<file path="config.mk">
export PLATFORM = sky130hd
export DESIGN_NAME = alrds_back
export DESIGN_NICKNAME = d
export VERILOG_FILES = /design/src/rtl/assert_macros.svh /design/src/rtl/alrds_pkg.sv /design/src/rtl/alrds_back.sv
export SDC_FILE = /design/constraint.sdc
export NUM_CORES = 2
export LEC_CHECK = 0
export ABC_CLOCK_PERIOD_IN_PS = 16000
export BUFFER_PORTS_ARGS = -buffer_cell sky130_fd_sc_hd__buf_2
export CORE_AREA = 2 2 390 392
export DETAILED_ROUTE_END_ITERATION = 12
export DIE_AREA = 0 0 392 394
export PLACE_DENSITY_LB_ADDON = 0.08
export SLEW_MARGIN = 20
export SYNTH_ARGS = -nofsm -noshare
export SYNTH_HDL_FRONTEND = slang
export SYNTH_SLANG_ARGS = --single-unit
export TNS_END_PERCENT = 10
</file>
<file path="constraint.sdc">
create_clock -name clock -period 16 [get_ports clock]
set_input_delay 0.8 -clock clock [delete_from_list [all_inputs] [get_ports clock]]
set_output_delay 0.8 -clock clock [all_outputs]
set_load 0.005 [all_outputs]
</file>
<file path="src/rtl/assert_macros.svh">
// Assertion macros for the RTL file that checks its own logic.
// No dependencies; include by bare file name.
`ifndef ASSERT_MACROS_SVH
`define ASSERT_MACROS_SVH

// Expression must hold at every rising clock edge outside reset.
`define ASSERT_ALWAYS(label, clk, rst, expr, msg) \
   label: assert property (@(posedge clk) disable iff (rst) (expr)) else $error(msg);

// Consequent must hold in the same cycle as the antecedent.
`define ASSERT_IMPLIES(label, clk, rst, ante, cons, msg) \
   label: assert property (@(posedge clk) disable iff (rst) (ante) |-> (cons)) else $error(msg);

`endif

</file>
<file path="src/rtl/alrds_pkg.sv">
// Package for the absolute log return difference deviation block.
// Holds payload word types, the series summary type and shared constants.
`timescale 1ns / 1ps
`default_nettype none
package alrds_pkg;

   localparam int PRICE_W           = 32;
   localparam int LOG_W             = 32;
   localparam int CNT_W             = 17;
   localparam int SUM_W             = 50;
   localparam int MAG_W             = SUM_W - 1;
   localparam int HALF_W            = (MAG_W + 1) / 2;
   localparam int SQSUM_W           = 56;
   localparam int SQ_DROP           = 14;
   localparam int SQ_W              = 64 - SQ_DROP;
   localparam int MIN_DIFFS         = 3;
   localparam int DEF_MAX_LEN       = 4096;
   localparam int DEF_LOG_FRAC_BITS = 24;
   localparam logic [27:0] LN2_Q28  = 28'd186065280;

   typedef struct packed {
      logic [PRICE_W-1:0] price;
      logic               price_valid;
      logic               last;
   } req_word_type;

   typedef struct packed {
      logic [31:0] std_dev;
      logic        defined;
      logic        overflow;
   } rsp_word_type;

   // Totals of one finished series, handed from the front to the back part.
   typedef struct packed {
      logic [CNT_W-1:0]        cnt;
      logic signed [SUM_W-1:0] sum;
      logic [SQSUM_W-1:0]      sqsum;
      logic                    ovf;
   } summary_type;

endpackage
`default_nettype wire

</file>
<file path="src/rtl/alrds_back.sv">
// Back part: turns series totals into a standard deviation with a shared
// multiplier, a bit-serial divider and a bit-serial square root. Depends on alrds_pkg.
`timescale 1ns / 1ps
`default_nettype none
module alrds_back (
   input  wire logic                   clock,
   input  wire logic                   reset,
   input  wire logic                   q_empty,
   output logic                        q_pop,
   input  wire alrds_pkg::summary_type q_data,
   output logic                        rsp_valid,
   input  wire logic                   rsp_ready,
   output alrds_pkg::rsp_word_type     rsp_data
);
   import alrds_pkg::*;

   localparam logic [2:0] B_IDLE = 3'd0;
   localparam logic [2:0] B_MUL  = 3'd1;
   localparam logic [2:0] B_DIV  = 3'd2;
   localparam logic [2:0] B_NORM = 3'd3;
   localparam logic [2:0] B_SQRT = 3'd4;

   logic [2:0]         state_ff, state_in;
   logic [CNT_W-1:0]   n_ff, n_in;
   logic [MAG_W-1:0]   s1_ff, s1_in;
   logic [SQSUM_W-1:0] sqsum_ff, sqsum_in;
   logic               ovf_ff, ovf_in;
   logic [5:0]         step_ff, step_in;
   logic [63:0]        acc_ff, acc_in;
   logic               phase_ff, phase_in;
   logic [SQSUM_W-1:0] dq_ff, dq_in;
   logic [CNT_W-1:0]   rem_ff, rem_in;
   logic [CNT_W-1:0]   dvsr_ff, dvsr_in;
   logic [63:0]        var_ff, var_in;
   logic [3:0]         shift_ff, shift_in;
   logic [63:0]        root_ff, root_in;
   logic [63:0]        bit_ff, bit_in;
   logic               rsp_valid_ff, rsp_valid_in;
   rsp_word_type       rsp_ff, rsp_in;

   always_comb begin
      logic signed [SUM_W-1:0] sum_neg;
      logic [HALF_W-1:0]  lo;
      logic [HALF_W-1:0]  hi;
      logic [HALF_W-1:0]  op_a;
      logic [HALF_W-1:0]  op_b;
      logic [2*HALF_W-1:0] prod;
      logic [63:0]        part;
      logic [CNT_W:0]     trial;
      logic               ge;
      logic [SQSUM_W-1:0] quot;
      logic [63:0]        trial_r;
      logic [38:0]        res;
      sum_neg  = -q_data.sum;
      lo       = s1_ff[HALF_W-1:0];
      hi       = HALF_W'(s1_ff[MAG_W-1:HALF_W]);
      op_a     = (step_ff == 6'd0) ? lo : hi;
      op_b     = (step_ff == 6'd2) ? hi : lo;
      prod     = (2*HALF_W)'(op_a) * (2*HALF_W)'(op_b);
      part     = 64'(prod);
      if (step_ff == 6'd1) part = 64'(prod) << (HALF_W + 1);
      if (step_ff == 6'd2) part = 64'(prod) << (2 * HALF_W);
      trial    = {rem_ff, dq_ff[SQSUM_W-1]};
      ge       = trial >= {1'b0, dvsr_ff};
      quot     = {dq_ff[SQSUM_W-2:0], ge};
      trial_r  = root_ff + bit_ff;
      res      = '0;
      q_pop        = 1'b0;
      state_in     = state_ff;
      n_in         = n_ff;
      s1_in        = s1_ff;
      sqsum_in     = sqsum_ff;
      ovf_in       = ovf_ff;
      step_in      = step_ff;
      acc_in       = acc_ff;
      phase_in     = phase_ff;
      dq_in        = dq_ff;
      rem_in       = rem_ff;
      dvsr_in      = dvsr_ff;
      var_in       = var_ff;
      shift_in     = shift_ff;
      root_in      = root_ff;
      bit_in       = bit_ff;
      rsp_valid_in = rsp_valid_ff && !rsp_ready;
      rsp_in       = rsp_ff;
      case (state_ff)
         B_IDLE: begin
            if (!q_empty && !rsp_valid_ff) begin
               q_pop = 1'b1;
               if (q_data.cnt < CNT_W'(MIN_DIFFS)) begin
                  rsp_in.std_dev  = '0;
                  rsp_in.defined  = 1'b0;
                  rsp_in.overflow = q_data.ovf;
                  rsp_valid_in    = 1'b1;
               end else begin
                  n_in     = q_data.cnt;
                  s1_in    = q_data.sum[SUM_W-1] ? sum_neg[MAG_W-1:0]
                                                 : q_data.sum[MAG_W-1:0];
                  sqsum_in = q_data.sqsum;
                  ovf_in   = q_data.ovf;
                  acc_in   = '0;
                  step_in  = '0;
                  state_in = B_MUL;
               end
            end
         end
         B_MUL: begin
            // Low 64 bits of the squared sum, built from three half-width products.
            acc_in  = acc_ff + part;
            step_in = step_ff + 6'd1;
            if (step_ff == 6'd2) begin
               dq_in    = SQSUM_W'(acc_in[63:SQ_DROP]);
               rem_in   = '0;
               dvsr_in  = n_ff;
               phase_in = 1'b0;
               step_in  = '0;
               state_in = B_DIV;
            end
         end
         B_DIV: begin
            rem_in  = ge ? CNT_W'(trial - {1'b0, dvsr_ff}) : trial[CNT_W-1:0];
            dq_in   = quot;
            step_in = step_ff + 6'd1;
            if (step_ff == 6'(SQSUM_W - 1)) begin
               step_in = '0;
               if (!phase_ff) begin
                  dq_in    = (sqsum_ff > quot) ? sqsum_ff - quot : '0;
                  rem_in   = '0;
                  dvsr_in  = n_ff - 1'b1;
                  phase_in = 1'b1;
               end else begin
                  var_in   = 64'(quot);
                  shift_in = 4'(SQ_DROP);
                  state_in = B_NORM;
               end
            end
         end
         B_NORM: begin
            if (shift_ff != '0 && !(|var_ff[63:60])) begin
               var_in   = var_ff << 2;
               shift_in = shift_ff - 4'd2;
            end else begin
               root_in  = '0;
               bit_in   = 64'(1) << 62;
               step_in  = '0;
               state_in = B_SQRT;
            end
         end
         B_SQRT: begin
            if (var_ff >= trial_r) begin
               var_in  = var_ff - trial_r;
               root_in = (root_ff >> 1) + bit_ff;
            end else begin
               root_in = root_ff >> 1;
            end
            bit_in  = bit_ff >> 2;
            step_in = step_ff + 6'd1;
            if (step_ff == 6'd31) begin
               res             = {7'd0, root_in[31:0]} << shift_ff[3:1];
               rsp_in.std_dev  = (|res[38:32]) ? '1 : res[31:0];
               rsp_in.defined  = 1'b1;
               rsp_in.overflow = ovf_ff;
               rsp_valid_in    = 1'b1;
               state_in        = B_IDLE;
            end
         end
         default: state_in = B_IDLE;
      endcase
   end

   always_ff @(posedge clock) begin
      if (reset) begin
         state_ff     <= B_IDLE;
         rsp_valid_ff <= 1'b0;
      end else begin
         state_ff     <= state_in;
         rsp_valid_ff <= rsp_valid_in;
      end
      n_ff     <= n_in;
      s1_ff    <= s1_in;
      sqsum_ff <= sqsum_in;
      ovf_ff   <= ovf_in;
      step_ff  <= step_in;
      acc_ff   <= acc_in;
      phase_ff <= phase_in;
      dq_ff    <= dq_in;
      rem_ff   <= rem_in;
      dvsr_ff  <= dvsr_in;
      var_ff   <= var_in;
      shift_ff <= shift_in;
      root_ff  <= root_in;
      bit_ff   <= bit_in;
      rsp_ff   <= rsp_in;
   end

   assign rsp_valid = rsp_valid_ff;
   assign rsp_data  = rsp_ff;

endmodule
`default_nettype wire

</file>
==> metrics.txt <==
largest net degree at the start of global routing=124; Fmax=74.1 MHz; clk sink count=485; syn avg cell area=9.09 sq um; Die Height=394 microns; Worst path slowest cell=and2_1; relative slew slack=0.148; CTS tree=built; Critical R2R Capture=dq_ff[48]; Final min period=13,500 ps; WP buf/inv=9; R2R depth=41; Synth top area share=0.255; Post-synth EDFFs=481; post-synth cell types=88; share of cells above drive strength 1=0.0748; Tightest Pin Transition=1280 ps; final setup vio count=0; final setup TNS=0 ps; htree depth=2; Total Routing Usage GR=0.247; final clock skew=46.7 ps; area leader, netlist=edfxtp_1; slack of the critical path=2500 ps; PostCTS Resize Cnt=0; Area growth syn-to-layout=9.18%; core area=0.151 sq mm; drt drc=0; Critical Path RT=16,400 ps; die area=0.154 sq mm; first-pass GRT wire length=289,000 microns; I/O Pins=164; Post-Route WL=192,000 microns; clock tree buffer depth=3; Die Wd=392 microns; Root Buffer=clkbuf_16; initial core utilization=0.376; hold buffer count at CTS=0; Antenna Cells=0; I/O Buffers=163; fin crit share=0.844; Worst setup SP type=flop; async set-reset flop share out of synthesis=0; number of setup buffers added after CTS=0; synth top area cells=edfxtp_1 (25%), fa_1 (19%), ha_1 (10%), inv_1 (5.1%), nand2_1 (4.6%); cell count after synthesis=6,238; FF+latch area=0.0145 sq mm; grt total ovfl=0; Max Slew Vio Count=0; cts bufs inserted=61; initial antenna violation count=4; hold crit path type=in -> reg; Antenna Nets Post-Route=0; CP Data Arrival Time=13,900 ps; Cell Area, Synth=0.0567 sq mm; final hold violation count=0; Critical R2R Launch=step_ff[3]; clock-pin slew of the registers on the worst-case setup and hold paths=60 ps; sequential share of the synthesized area=0.256; MaxCap Viol Count=0; Final GP Congestion=0.915; critical path class=reg -> reg; Hold Path Stages=1; most common cell in the synthesized netlist=inv_1; worst hold start=q_data[0]; commonest register cell after synthesis=edfxtp_1; DRT Pass-1 Iters=6; Nets=7,416; #FFs+latches synth=485; Reg2Reg Setup Slack=2500 ps; RSZ-0062 raised after global routing=false; Multi-input gate area=0.0384 sq mm; synth warn=0; vias in the first global route=45,799; hpwl dp=151,000 microns; Vias=46,439; CP peak stage delay=720 ps; Mapped Nets=7,354; Hold EP=ovf_ff; Rows=143; worst-path maximum fanout=22; Fillers=15,318; drt via density=5.54; CP delay by family, top=adder cells; routed len/inst=22.9 microns; CP Capture Type=flop; DRT iter0 DRCs=3,408; most common library cells after synthesis=inv_1 (767), nand2_1 (692), nor2_1 (679), fa_1 (530), edfxtp_1 (481); Clk Latency, worst-skew pair=710 ps; outcome=finished, final reports clean; pre-CTS setup slack=2730 ps
## area by class of cell
| class | count | share of cell area |
|---|---|---|
| clock buffer | 69 | 0.0251 |
| clock inverter | 41 | 0.00740 |
| tap | 2030 | 0.0410 |
| timing repair buffer | 251 | 0.0241 |
| sequential | 485 | 0.235 |
| multi-input combinational | 4732 | 0.621 |
| inverter | 769 | 0.0466 |
## registers in the layout, summed over array words and instances, names as in the netlist, 6 cells and up
name and count:
s1_ff 49, rsp_data 34, var_ff 64, step_ff 6
rem_ff 17, acc_ff 64, root_ff 64, dq_ff 56
sqsum_ff 56, dvsr_ff 17, bit_ff 32, n_ff 17
## cells in the final DEF (no fill, tap or decap), types with 16 or more instances in the layout
master / n
inv_1: 767
nand2_1: 687
nor2_1: 675
fa_1: 530
edfxtp_1: 481
ha_1: 458
a21oi_1: 299
o21ai_0: 283
xnor2_1: 214
xor2_1: 199
buf_2: 163
a21o_1: 159
a31oi_1: 91
buf_4: 87
mux2i_1: 85
nand3_1: 69
nor3_1: 66
and2_1: 66
clkbuf_16: 61
a22oi_1: 60
nand4_1: 57
a221oi_1: 52
nor2b_1: 45
o21bai_1: 45
nand2b_1: 40
a211oi_1: 39
and3_1: 38
or3_1: 35
o31ai_1: 35
mux2_2: 35
o21a_1: 27
or2_2: 22
nor4_1: 22
o211ai_1: 20
o22ai_1: 19
a21boi_0: 17
a31o_2: 16
o21ai_1: 16
## worst max path at each step
stage	cells past startpoint	from	slack, ps	endpoint
finish	41	step_ff[3]	2500	dq_ff[48]
global route	41	step_ff[3]	1870	dq_ff[48]
CTS	41	step_ff[3]	2720	dq_ff[48]
detailed placement	41	step_ff[3]	2730	dq_ff[48]
global placement	41	step_ff[3]	2750	dq_ff[48]
floorplan	45	step_ff[3]	4790	dq_ff[49]
## logic make-up (layout without fill, tap and decap cells)
group | after synthesis | count (layout) | share of synthesized area
flip-flops | 485 | 485 | 0.256
AND/OR/NAND/NOR | 1875 | 1875 | 0.145
XOR/XNOR | 413 | 413 | 0.0638
multiplexers | 137 | 137 | 0.0261
AO/OA/AOI/OAI | 1319 | 1319 | 0.152
buffers and inverters | 1021 | 1130 | 0.0685
adder cells (fa/ha/maj) | 988 | 988 | 0.288
## per-layer routing
metal / up-vias / track usage / share of wire
li1: 21503 / - / -
met1: 23330 / 0.366 / 0.47
met2: 1362 / 0.378 / 0.44
met3: 242 / 0.0346 / 0.059
met4: 2 / 0.0569 / 0.026
met5: - / 0.00439 / 0.00049
## metrics by stage
step	std cells	util	hold WS [ps]	instance area, sq um
6_report	8377	0.411	275	61900
5_1_grt	8377	0.411	237	61900
4_1_cts	8377	0.411	219	61900
3_5_place_dp	8267	0.398	503	59900
3_3_place_gp	8267	0.398	494	59900
2_1_floorplan	6238	-	484	56700
Power is not shown: default switching activity piles up to over one toggle a cycle in this logic, so the estimate is an artifact.
