File: src/rtl/assert_macros.svh
// Assertion macros for the RTL file that checks its own logic.
// No dependencies; include by bare file name.
`ifndef ASSERT_MACROS_SVH
`define ASSERT_MACROS_SVH

// Expression must hold at every rising clock edge outside reset.
`define ASSERT_ALWAYS(label, clk, rst, expr, msg) \
   label: assert property (@(posedge clk) disable iff (rst) (expr)) else $error(msg);

// Consequent must hold in the same cycle as the antecedent.
`define ASSERT_IMPLIES(label, clk, rst, ante, cons, msg) \
   label: assert property (@(posedge clk) disable iff (rst) (ante) |-> (cons)) else $error(msg);

`endif

File: src/rtl/alrds_pkg.sv
// Package for the absolute log return difference deviation block.
// Holds payload word types, the series summary type and shared constants.
`timescale 1ns / 1ps
`default_nettype none
package alrds_pkg;

   localparam int PRICE_W           = 32;
   localparam int LOG_W             = 32;
   localparam int CNT_W             = 17;
   localparam int SUM_W             = 50;
   localparam int MAG_W             = SUM_W - 1;
   localparam int HALF_W            = (MAG_W + 1) / 2;
   localparam int SQSUM_W           = 56;
   localparam int SQ_DROP           = 14;
   localparam int SQ_W              = 64 - SQ_DROP;
   localparam int MIN_DIFFS         = 3;
   localparam int DEF_MAX_LEN       = 4096;
   localparam int DEF_LOG_FRAC_BITS = 24;
   localparam logic [27:0] LN2_Q28  = 28'd186065280;

   typedef struct packed {
      logic [PRICE_W-1:0] price;
      logic               price_valid;
      logic               last;
   } req_word_type;

   typedef struct packed {
      logic [31:0] std_dev;
      logic        defined;
      logic        overflow;
   } rsp_word_type;

   // Totals of one finished series, handed from the front to the back part.
   typedef struct packed {
      logic [CNT_W-1:0]        cnt;
      logic signed [SUM_W-1:0] sum;
      logic [SQSUM_W-1:0]      sqsum;
      logic                    ovf;
   } summary_type;

endpackage
`default_nettype wire

File: src/rtl/alrds_fifo.sv
// Two-entry queue of series totals between the front and the back part.
// Depends on alrds_pkg.
`timescale 1ns / 1ps
`default_nettype none
module alrds_fifo (
   input  wire logic                   clock,
   input  wire logic                   reset,
   input  wire logic                   push,
   input  wire alrds_pkg::summary_type push_data,
   input  wire logic                   pop,
   output alrds_pkg::summary_type      pop_data,
   output logic                        full,
   output logic                        empty
);
   import alrds_pkg::*;

   localparam int DEPTH = 2;

   summary_type entry_ff [DEPTH];
   logic       wr_ptr_ff, wr_ptr_in;
   logic       rd_ptr_ff, rd_ptr_in;
   logic [1:0] level_ff, level_in;

   always_comb begin
      wr_ptr_in = push ? ~wr_ptr_ff : wr_ptr_ff;
      rd_ptr_in = pop ? ~rd_ptr_ff : rd_ptr_ff;
      level_in  = level_ff + 2'(push) - 2'(pop);
   end

   always_ff @(posedge clock) begin
      if (reset) begin
         wr_ptr_ff <= 1'b0;
         rd_ptr_ff <= 1'b0;
         level_ff  <= '0;
      end else begin
         wr_ptr_ff <= wr_ptr_in;
         rd_ptr_ff <= rd_ptr_in;
         level_ff  <= level_in;
      end
      if (push) entry_ff[wr_ptr_ff] <= push_data;
   end

   assign pop_data = entry_ff[rd_ptr_ff];
   assign full     = level_ff == 2'(DEPTH);
   assign empty    = level_ff == '0;

endmodule
`default_nettype wire

File: config.mk
export PLATFORM = sky130hd
export DESIGN_NAME = alrds_fifo
export DESIGN_NICKNAME = d
export VERILOG_FILES = /design/src/rtl/assert_macros.svh /design/src/rtl/alrds_pkg.sv /design/src/rtl/alrds_fifo.sv
export SDC_FILE = /design/constraint.sdc
export NUM_CORES = 1
export LEC_CHECK = 0
export BUFFER_PORTS_ARGS = -buffer_cell sky130_fd_sc_hd__buf_4
export CORE_MARGIN = 5
export CORE_UTILIZATION = 52
export DETAILED_ROUTE_END_ITERATION = 10
export PLACE_DENSITY = 0.8
export RECOVER_POWER = 100
export SLEW_MARGIN = 0
export SYNTH_ARGS = -nofsm -noshare
export SYNTH_HDL_FRONTEND = slang
export SYNTH_SLANG_ARGS = --single-unit
File: constraint.sdc
create_clock -name clock -period 10.16 [get_ports clock]
set_input_delay 2.032 -clock clock [delete_from_list [all_inputs] [get_ports clock]]
set_output_delay 2.032 -clock clock [all_outputs]
set_load 0.1 [all_outputs]
==> PnR_summary.wiki, run 1 <==
{| class="wikitable"
! Metric !! Value
|-
| Cell count of the worst reg-to-reg path || 2
|-
| Minimum setup slack among reg-to-reg paths || 5.38 ns
|-
| Ratio of final minimum period to clock period || 72.4%
|-
| Layout cell share with drive strength beyond 1 || 36.5%
|-
| R2R Path Start || wr_ptr_ff
|-
| H-tree depth reported by CTS || 1
|-
| Core box area || 17,900 µm²
|-
| Critical R2R Capture || entry_ff[1][65]
|-
| Number of nets in the finished design || 808
|-
| Sum of routed wire length over all layers || 18,100 µm
|-
| Clock tree from TritonCTS || built
|-
| Class of the most critical setup path || reg -> out
|-
| Die extent in x || 144 µm
|-
| Worst Clk Skew || 0.00683 ns
|-
| Largest buffer count on any clock path || 3
|-
| Port Buffer Count || 253
|-
| Static leakage || 4.17 nW
|-
| Half-perimeter wire length after detailed placement || 12,400 µm
|-
| Violated checks || max-capacitance violations, max-slew violations
|-
| Detailed Routing Iterations Pass 1 || 4
|-
| Global placement routability congestion || 0.749
|-
| Proportion of synthesized chip area in sequential cells || 80.2%
|-
| Core utilization of the finished layout || 65.6%
|-
| Antenna diode count || 0
|-
| Area taken by flip-flops and latches || 7550 µm²
|-
| WHS || 0.524 ns
|-
| Mapped Nets || 537
|-
| Data arrival time of the critical path || 5.33 ns
|-
| Clock buffers created by TritonCTS || 26
|-
| Instance count of the mapped netlist || 407
|-
| Post-CTS setup buffer count || 0
|-
| Largest area contributor in the netlist || edfxtp_1
|-
| Share of flip-flops with an asynchronous set or reset || 0%
|-
| Filler cells || 1,333
|-
| Syn Std Cell Area || 9410 µm²
|-
| Number of violations of the max-capacitance limit || 5
|-
| Height of the die || 144 µm
|-
| Commonest register cell after synthesis || edfxtp_1
|-
| Maximum number of pins on one net before global-route repair || 78
|-
| Clk_lat worst skew || 0.51 ns
|-
| Number of failing hold endpoints at the final stage || 0
|-
| Synth Register Bits || 253
|-
| Warning count from the yosys run || 0
|-
| Transition time at the pin with the least slew margin || 4.15 ns
|-
| Top post-synthesis cells by count || edfxtp_1 (248), mux2_2 (64), mux2_4 (60)
|-
| Top fanout value on the critical path || 77
|-
| IO Count || 254
|-
| Final setup TNS || 0 ns
|-
| Endpoints failing setup || 0
|-
| Effective utilization at floorplan || 52.5%
|-
| Slew Limit Headroom || -176%
|-
| Synthesized area per cell || 23.1 µm²
|-
| # resized after CTS || 0
|-
| Number of DRC markers after the initial detailed-route iteration || 199
|-
| Critical Path Source Type || flop
|-
| Worst EP required || 8.13 ns
|-
| Number of core rows || 49
|-
| Worst Hold Path Cells || 2
|-
| Residual overflow from global routing || 0
|-
| Cts-stage hold buffer count || 0
|-
| Synth top area cells || edfxtp_1 (79%), mux2_4 (9.6%), mux2_2 (7.7%)
|-
| Top-count cell post-synth || edfxtp_1
|-
| Routed vias/inst || 5.12
|-
| Total DRC errors in the routed layout || 0
|-
| Multi-input gate area || 1520 µm²
|-
| First-pass GRT wire length || 26,600 µm
|-
| Via count || 4,743
|-
| Routed len/inst || 19.5 µm
|-
| Source of the worst hold timing path || rd_ptr_ff
|-
| Max frequency || 136 MHz
|-
| Register clock-pin slew on the reported worst setup and hold paths || 0.06 ns
|-
| Type of element capturing the critical path || primary output
|-
| Number of clock sinks || 253
|-
| End point of the worst hold path || rd_ptr_ff
|-
| Type of the worst min-delay path || reg -> reg
|-
| Unrepaired setup endpoints after global routing || no
|-
| Outcome || finished with violations
|-
| Minimum clock period || 7.36 ns
|-
| Post-synth cell types || 13
|-
| Via count of the first global-routing pass || 5,164
|-
| CTS Root Buffer Type || clkbuf_16
|-
| Floorplan die area || 20,900 µm²
|-
| Top cell type's share of synthesized area || 79.2%
|-
| Areal power density over the cells || 239 nW/µm²
|-
| Number of synthesized flops with an enable pin || 248
|-
| Antenna violations before repair || 0
|-
| Peak supply drop || 0.168 mV
|-
| Max-slew violation total from the final report || 316
|-
| Synth-to-layout area growth || 24.9%
|-
| Number of antenna-violating nets in the routed design || 0
|-
| GRT Resource Usage Total || 16.4%
|}
==> area by class of cell <==
class	count	area share [%]
sequential	253	64.3
timing repair buffer	257	13.2
multi-input combinational	138	12.9
clock buffer	29	5.82
tap	229	2.44
clock inverter	19	1.33
inverter	2	0.0639
==> metrics by stage <==
| stage | std cells | setup WS [ns] | cell area [µm²] | power (mW) |
|---|---|---|---|---|
| detailed placement | 879 | 5.47 | 11500 | 1.97 |
| global route | 927 | 2.40 | 11700 | 2.90 |
| finish | 927 | 2.80 | 11700 | 2.80 |
| floorplan | 407 | 2.13 | 9410 | 1.82 |
| CTS | 927 | 4.92 | 12400 | 2.88 |
| global placement | 879 | 5.50 | 11500 | 1.96 |
==> cells by family after synthesis <==
group,count (synthesis),share of synthesized area (%)
simple gates,9,0.466
xor+xnor,3,0.426
flops,253,80.2
mux,124,17.2
fa+ha+maj,2,0.266
buf+inv,16,1.36
==> critical path, stage by stage (launching register included) <==
cell and delay (ns):
dfxtp_1 1.77, clkbuf_2 1.69, mux2_2 0.41, clkbuf_1 0.89
==> per-layer routing <==
| metal | vias up | GRT usage, % | share of wire (%) |
|---|---|---|---|
| li1 | 2167 | - | - |
| met1 | 2343 | 20.2 | 38 |
| met2 | 204 | 28.8 | 50 |
| met5 | - | 0 | 0 |
| met3 | 29 | 4.43 | 10 |
| met4 | 0 | 4.22 | 1.7 |
==> state kept, by name, indices dropped and copies added, names as in the netlist, named ones only <==
| name | count |
|---|---|
| level_ff | 2 |
| wr_ptr_ff | 1 |
| rd_ptr_ff | 1 |
| entry_ff | 248 |
==> placed cells by master (no fill, tap or decap) <==
master / n
edfxtp_1: 248
clkbuf_1: 103
nor2b_1: 3
ha_1: 2
bufinv_16: 2
mux2_1: 65
buf_4: 73
clkinv_1: 6
and2_0: 1
clkbuf_2: 1
inv_1: 2
clkbuf_4: 82
mux2_4: 3
nor2_1: 5
clkinv_4: 3
clkbuf_16: 27
xnor2_1: 2
mux2_2: 56
clkinv_2: 5
dfxtp_1: 5
clkinvlp_4: 3
xnor3_1: 1
==> where the power goes <==
group          switching [mW]  internal (mW)
clock                   0.372          0.536
sequential             0.0217           1.22
combinational           0.521          0.126
==> how the worst max path moves through the flow <==
stage                     endpoint  slack [ns]  depth (start not counted)
floorplan           entry_ff[0][0]        2.13                          1
global placement      pop_data[23]        5.50                          3
detailed placement    pop_data[24]        5.47                          3
CTS                   pop_data[24]        4.92                          3
global route          pop_data[54]        2.40                          3
finish                pop_data[27]        2.80                          3
(Power assumes the default switching activity.)
==> run 2, diff against run 1 <==
- clock period: 10.16 -> 7.5 ns (I/O delays scaled with it)
==> run 2 against run 1 <==
  * The flow still finishes with violations (max-capacitance violations, max-slew violations)
  * Power grew 33%
  * Critical endpoint is now entry_ff[1][53]
  * Clock-buffer cell count grew 8
  * Routed wire length grew 1.2%
  * Die area is the same
  * Final area shrank 0.58%
  * Setup slack lost 0.86 ns
  * Critical path depth is the same
  * Hold slack lost 0.0036 ns
  * Via count shrank 0.57%
  * Non-clock buffer count is the same
==> PnR_summary.wiki, run 2 (synthesis gave the netlist of run 1 again) <==
{| class="wikitable"
! Metric !! Value
|-
| Outcome || finished with violations
|-
| Violated checks || max-capacitance violations, max-slew violations
|-
| Max Used Layer || met4
|-
| Worst Hold Path Cells || 2
|-
| H-tree depth reported by CTS || 1
|-
| Die extent in x || 144 µm
|-
| Class of the most critical setup path || in -> reg
|-
| Areal power density over the cells || 318 nW/µm²
|-
| Max frequency || 180 MHz
|-
| End point of the worst hold path || rd_ptr_ff
|-
| Cts-stage hold buffer count || 0
|-
| WHS || 0.520 ns
|-
| Antenna violations before repair || 0
|-
| Height of the die || 144 µm
|-
| Int Power || 2.50 mW
|-
| Worst Clk Skew || 0.00542 ns
|-
| Biggest cell delay along the critical path || 2.75 ns
|-
| Largest buffer count on any clock path || 3
|-
| Core box area || 17,900 µm²
|-
| Top flop regs || entry_ff: 248 flops, level_ff: 2 flops
|-
| Cells along the critical path || clkbuf_1 > and2_1 > clkbuf_2
|-
| Number of clock sinks || 253
|-
| Register share of total power || 45.7%
|-
| Data arrival time of the critical path || 5.69 ns
|-
| IO Count || 254
|-
| Antenna diode count || 0
|-
| Clock tree from TritonCTS || built
|-
| Critical Path Source Type || input port
|-
| Peak supply drop || 0.248 mV
|-
| Source of the worst hold timing path || rd_ptr_ff
|-
| Max-slew violation total from the final report || 210
|-
| Number of nets in the finished design || 809
|-
| Layout cell share with drive strength beyond 1 || 35.4%
|-
| Static leakage || 4.14 nW
|-
| Total DRC errors in the routed layout || 0
|-
| Clock buffers created by TritonCTS || 27
|-
| Number of violations of the max-capacitance limit || 3
|-
| Unrepaired setup endpoints after global routing || no
|-
| Met2 WL post-DR || 9020 µm
|-
| Maximum number of pins on one net before global-route repair || 84
|-
| Number of core rows || 49
|-
| Sum of routed wire length over all layers || 18,300 µm
|-
| Worst path slowest cell || and2_1
|-
| Number of antenna-violating nets in the routed design || 0
|-
| Cell count of the worst reg-to-reg path || 2
|-
| Commonest non-fill, non-tap cell in the layout || edfxtp_1
|-
| First-pass GRT wire length || 26,900 µm
|-
| Effective utilization at floorplan || 52.5%
|-
| Type of the worst min-delay path || reg -> reg
|-
| Synth-to-layout area growth || 24.2%
|-
| Via count || 4,716
|-
| Minimum setup slack among reg-to-reg paths || 2.78 ns
|-
| # resized after CTS || 0
|-
| Top fanout value on the critical path || 83
|-
| Max reg flops || 248
|-
| Residual overflow from global routing || 0
|-
| Number of failing hold endpoints at the final stage || 0
|-
| Floorplan die area || 20,900 µm²
|-
| Minimum clock period || 5.56 ns
|-
| Leading cell types in the layout, fill and taps excluded || edfxtp_1 (248), clkbuf_1 (135), clkbuf_4 (82), mux2_2 (53), buf_4 (46)
|-
| Routed vias/inst || 5.09
|-
| Post-CTS setup buffer count || 0
|-
| CTS Root Buffer Type || clkbuf_16
|-
| Comb pwr share || 23.4%
|-
| R2R Path Start || wr_ptr_ff
|-
| Register clock-pin slew on the reported worst setup and hold paths || 0.06 ns
|-
| Worst EP required || 7.62 ns
|-
| Type of element capturing the critical path || flop
|-
| GRT Resource Usage Total || 16.7%
|-
| Critical R2R Capture || entry_ff[1][53]
|-
| Routed len/inst || 19.8 µm
|-
| Number of DRC markers after the initial detailed-route iteration || 218
|-
| Global placement routability congestion || 0.751
|-
| Top reg by flops || entry_ff
|-
| Final setup TNS || 0 ns
|-
| Transition time at the pin with the least slew margin || 4.40 ns
|-
| Ratio of final minimum period to clock period || 74.2%
|-
| Slew Limit Headroom || -194%
|-
| Clk_lat worst skew || 0.50 ns
|-
| Sum of routed wire segments on met1 || 6990 µm
|-
| Half-perimeter wire length after detailed placement || 12,400 µm
|-
| Met3 WL post-DR || 1810 µm
|-
| Detailed Routing Iterations Pass 1 || 4
|-
| Sw frac || 32.8%
|-
| Endpoints failing setup || 0
|-
| Portion of total power attributed to the clock network || 30.9%
|-
| Switching component of the power || 1.22 mW
|-
| Port Buffer Count || 253
|-
| Via count of the first global-routing pass || 5,067
|}
run 2: worst max-delay path, delay by kind of cell:
kind	cells	cell delay, ns
buf+inv	2	1.35
simple gates	1	2.75
run 2: worst max path at each step:
stage / start / to / cells after the start
2_1_floorplan: push / entry_ff[0][0] / 1
3_3_place_gp: flop / pop_data[2] / 3
3_5_place_dp: flop / pop_data[32] / 3
4_1_cts: flop / pop_data[2] / 3
5_1_grt: push / entry_ff[1][19] / 3
6_report: push / entry_ff[1][53] / 3
run 2: per-stage QoR:
stage          cell area (µm²)  util (%)  total power [mW]  instances  worst slack [ns]
2_1_floorplan             9410         -              2.47        407              2.33
3_3_place_gp             11500      64.3              2.66        879              3.41
3_5_place_dp             11500      64.3              2.67        879              3.37
4_1_cts                  12300      68.6              3.83        926              2.83
5_1_grt                  11700      65.2              3.85        926              1.50
6_report                 11700      65.2              3.72        926              1.94
run 2: power by group through the flow:
stage / Clock, mW / Combinational, mW / Sequential [mW]
finish: 1.15 / 0.868 / 1.70
global route: 1.24 / 0.898 / 1.71
CTS: 1.18 / 0.954 / 1.69
detailed placement: 0 / 0.951 / 1.72
global placement: 0 / 0.941 / 1.72
floorplan: 0 / 0.762 / 1.70
run 2: area by class of cell:
cell class	count	area, µm²
flip-flops and latches	253	7550
fillers	1341	6220
multi-input cells	138	1610
repair buffers	257	1450
clock buffers	37	723
well taps	229	287
clock inverters	10	47.5
inverters	2	7.51
run 2: metal layers:
metal | vias up | global-route usage [%]
li1 | 2165 | -
met1 | 2292 | 20.9
met2 | 219 | 28.5
met3 | 40 | 4.60
met4 | 0 | 5.60
met5 | - | 0
==> run 3, diff against run 2 <==
- CORE_UTILIZATION: 52 -> 47
- PLACE_DENSITY: 0.8 -> 0.77
- clock period: 7.5 -> 4.7 ns (I/O delays scaled with it)
==> run 3 against run 2 <==
  * The flow still finishes with violations (max-capacitance violations, max-slew violations)
  * Power rose by 63%
  * Die area rose by 9.9%
  * First-iteration DRC count fell by 23%
  * Combinational power rose by 73%
  * Sequential share of layout area fell by 2.8 points
  * Setup slack got worse by 0.98 ns
  * Utilization fell by 2.9 points
  * Sequential power rose by 58%
  * Via count fell by 0.81%
  * Critical path type is now reg -> out
==> PnR_summary.wiki, run 3 (synthesis gave the netlist of run 1 again) <==
{| class="wikitable"
! Metric !! Value
|-
| Clk_lat worst skew || 0.50 ns
|-
| H-tree depth reported by CTS || 1
|-
| Data arrival time of the critical path || 2.81 ns
|-
| Total DRC errors in the routed layout || 0
|-
| GRT Resource Usage Total || 14.8%
|-
| Detailed Routing Iterations Pass 1 || 4
|-
| Slew Limit Headroom || -82.5%
|-
| PnR worst setup slack || 0.953 ns
|-
| CTS Root Buffer Type || clkbuf_16
|-
| # resized after CTS || 0
|-
| Final setup TNS || 0 ns
|-
| Layout cell share with drive strength beyond 1 || 53.7%
|-
| Placed cell areas || 11,600 µm²
|-
| Effective utilization at floorplan || 48.0%
|-
| Height of the die || 151 µm
|-
| Half-perimeter wire length after detailed placement || 12,100 µm
|-
| Leading cell types in the layout, fill and taps excluded || edfxtp_1 (248), buf_4 (125), clkbuf_4 (85), mux2_2 (62), mux2_4 (58)
|-
| Top fanout value on the critical path || 48
|-
| Largest buffer count on any clock path || 3
|-
| Transition time at the pin with the least slew margin || 2.74 ns
|-
| Register clock-pin slew on the reported worst setup and hold paths || 0.06 ns
|-
| Global placement routability congestion || 0.745
|-
| Filler cells || 1,420
|-
| Max-slew violation total from the final report || 203
|-
| Maximum number of pins on one net before global-route repair || 77
|-
| Number of failing hold endpoints at the final stage || 0
|-
| Number of violations of the max-capacitance limit || 3
|-
| Endpoints failing setup || 0
|-
| Worst EP required || 3.76 ns
|-
| Max frequency || 267 MHz
|-
| Number of nets in the finished design || 809
|-
| Commonest non-fill, non-tap cell in the layout || edfxtp_1
|-
| Number of antenna-violating nets in the routed design || 0
|-
| Top flop regs || entry_ff: 248 flops, level_ff: 2 flops
|-
| Synth-to-layout area growth || 29.7%
|-
| Unrepaired setup endpoints after global routing || no
|-
| Class of the most critical setup path || reg -> out
|-
| Top reg by flops || entry_ff
|-
| Layout Cell Area excl Fill || 12,200 µm²
|-
| Sum of routed wire length over all layers || 17,700 µm
|-
| Number of DRC markers after the initial detailed-route iteration || 168
|-
| Clock tree from TritonCTS || built
|-
| Floorplan die area || 22,900 µm²
|-
| Cts-stage hold buffer count || 0
|-
| Count of placed standard cells including taps || 916
|-
| Peak supply drop || 0.335 mV
|-
| Critical Path Source Type || flop
|-
| Post-placement setup slack || 2.12 ns
|-
| Port Buffer Count || 253
|-
| Via count of the first global-routing pass || 5,066
|-
| Antenna diode count || 0
|-
| Routed vias/inst || 4.86
|-
| Clock buffers created by TritonCTS || 26
|-
| Areal power density over the cells || 497 nW/µm²
|-
| Outcome || finished with violations
|-
| Post-layout instance count excluding filler cells || 963
|-
| Core box area || 19,600 µm²
|-
| Ratio of final minimum period to clock period || 79.7%
|-
| Minimum clock period || 3.75 ns
|-
| Max reg flops || 248
|-
| Type of element capturing the critical path || primary output
|-
| Number of clock sinks || 253
|-
| Static leakage || 4.57 nW
|-
| Residual overflow from global routing || 0
|-
| Post-CTS setup buffer count || 0
|-
| Number of core rows || 51
|-
| Routed len/inst || 18.4 µm
|-
| Antenna violations before repair || 0
|-
| Type of the worst min-delay path || reg -> reg
|-
| Worst Clk Skew || 0.00961 ns
|-
| Violated checks || max-capacitance violations, max-slew violations
|-
| First-pass GRT wire length || 26,700 µm
|-
| IO Count || 254
|-
| Via count || 4,678
|-
| Die extent in x || 151 µm
|}
==> run 3: through the flow <==
stage,util (%),hold slack (ns),power [mW]
after floorplan,-,0.480,3.94
after global placement,59.2,0.497,4.25
after detailed placement,59.2,0.508,4.27
after CTS,63.3,0.525,6.17
after global routing,62.3,0.569,6.29
final,62.3,0.525,6.06
==> run 3: final cells by class <==
class	count	area, µm²	area share, %
clock buffers	30	687	5.63
multi-input cells	138	1730	14.1
clock inverters	17	113	0.923
repair buffers	258	1790	14.7
flip-flops and latches	253	7550	61.8
inverters	2	7.51	0.0615
well taps	265	332	2.72
==> run 3: metal layers <==
metal  GRT usage, %  vias to the layer above  wire [µm]
met5              0                        -          0
met3           5.77                       21       1990
met4           3.54                        0        268
li1               -                     2165          -
met2           25.3                      200       8850
met1           17.7                     2292       6600
==> run 3: path summary, 6_finish.rpt <==
| kind | startpoint | to | slack (ns) | depth (start not counted) |
|---|---|---|---|---|
| max | flop | pop_data[1] | 0.95 | 3 |
| min | rd_ptr_ff | flop | 0.52 | 2 |
| max reg2reg | wr_ptr_ff | entry_ff[1][93] | 1.70 | 2 |
| min reg2reg | rd_ptr_ff | flop | 0.52 | 2 |
==> run 3: where the power goes <==
part | leakage (nW) | switching (mW) | internal, mW
sequential | 2.37 | 0.0425 | 2.64
clock | 0.392 | 0.780 | 1.10
combinational | 1.81 | 1.14 | 0.365
total | 4.57 | 1.96 | 4.11
==> run 3: critical path, stage by stage (launching register included) <==
cell and delay (ns):
dfxtp_1 1.22, buf_12 0.41, mux2_2 0.38, buf_4 0.23
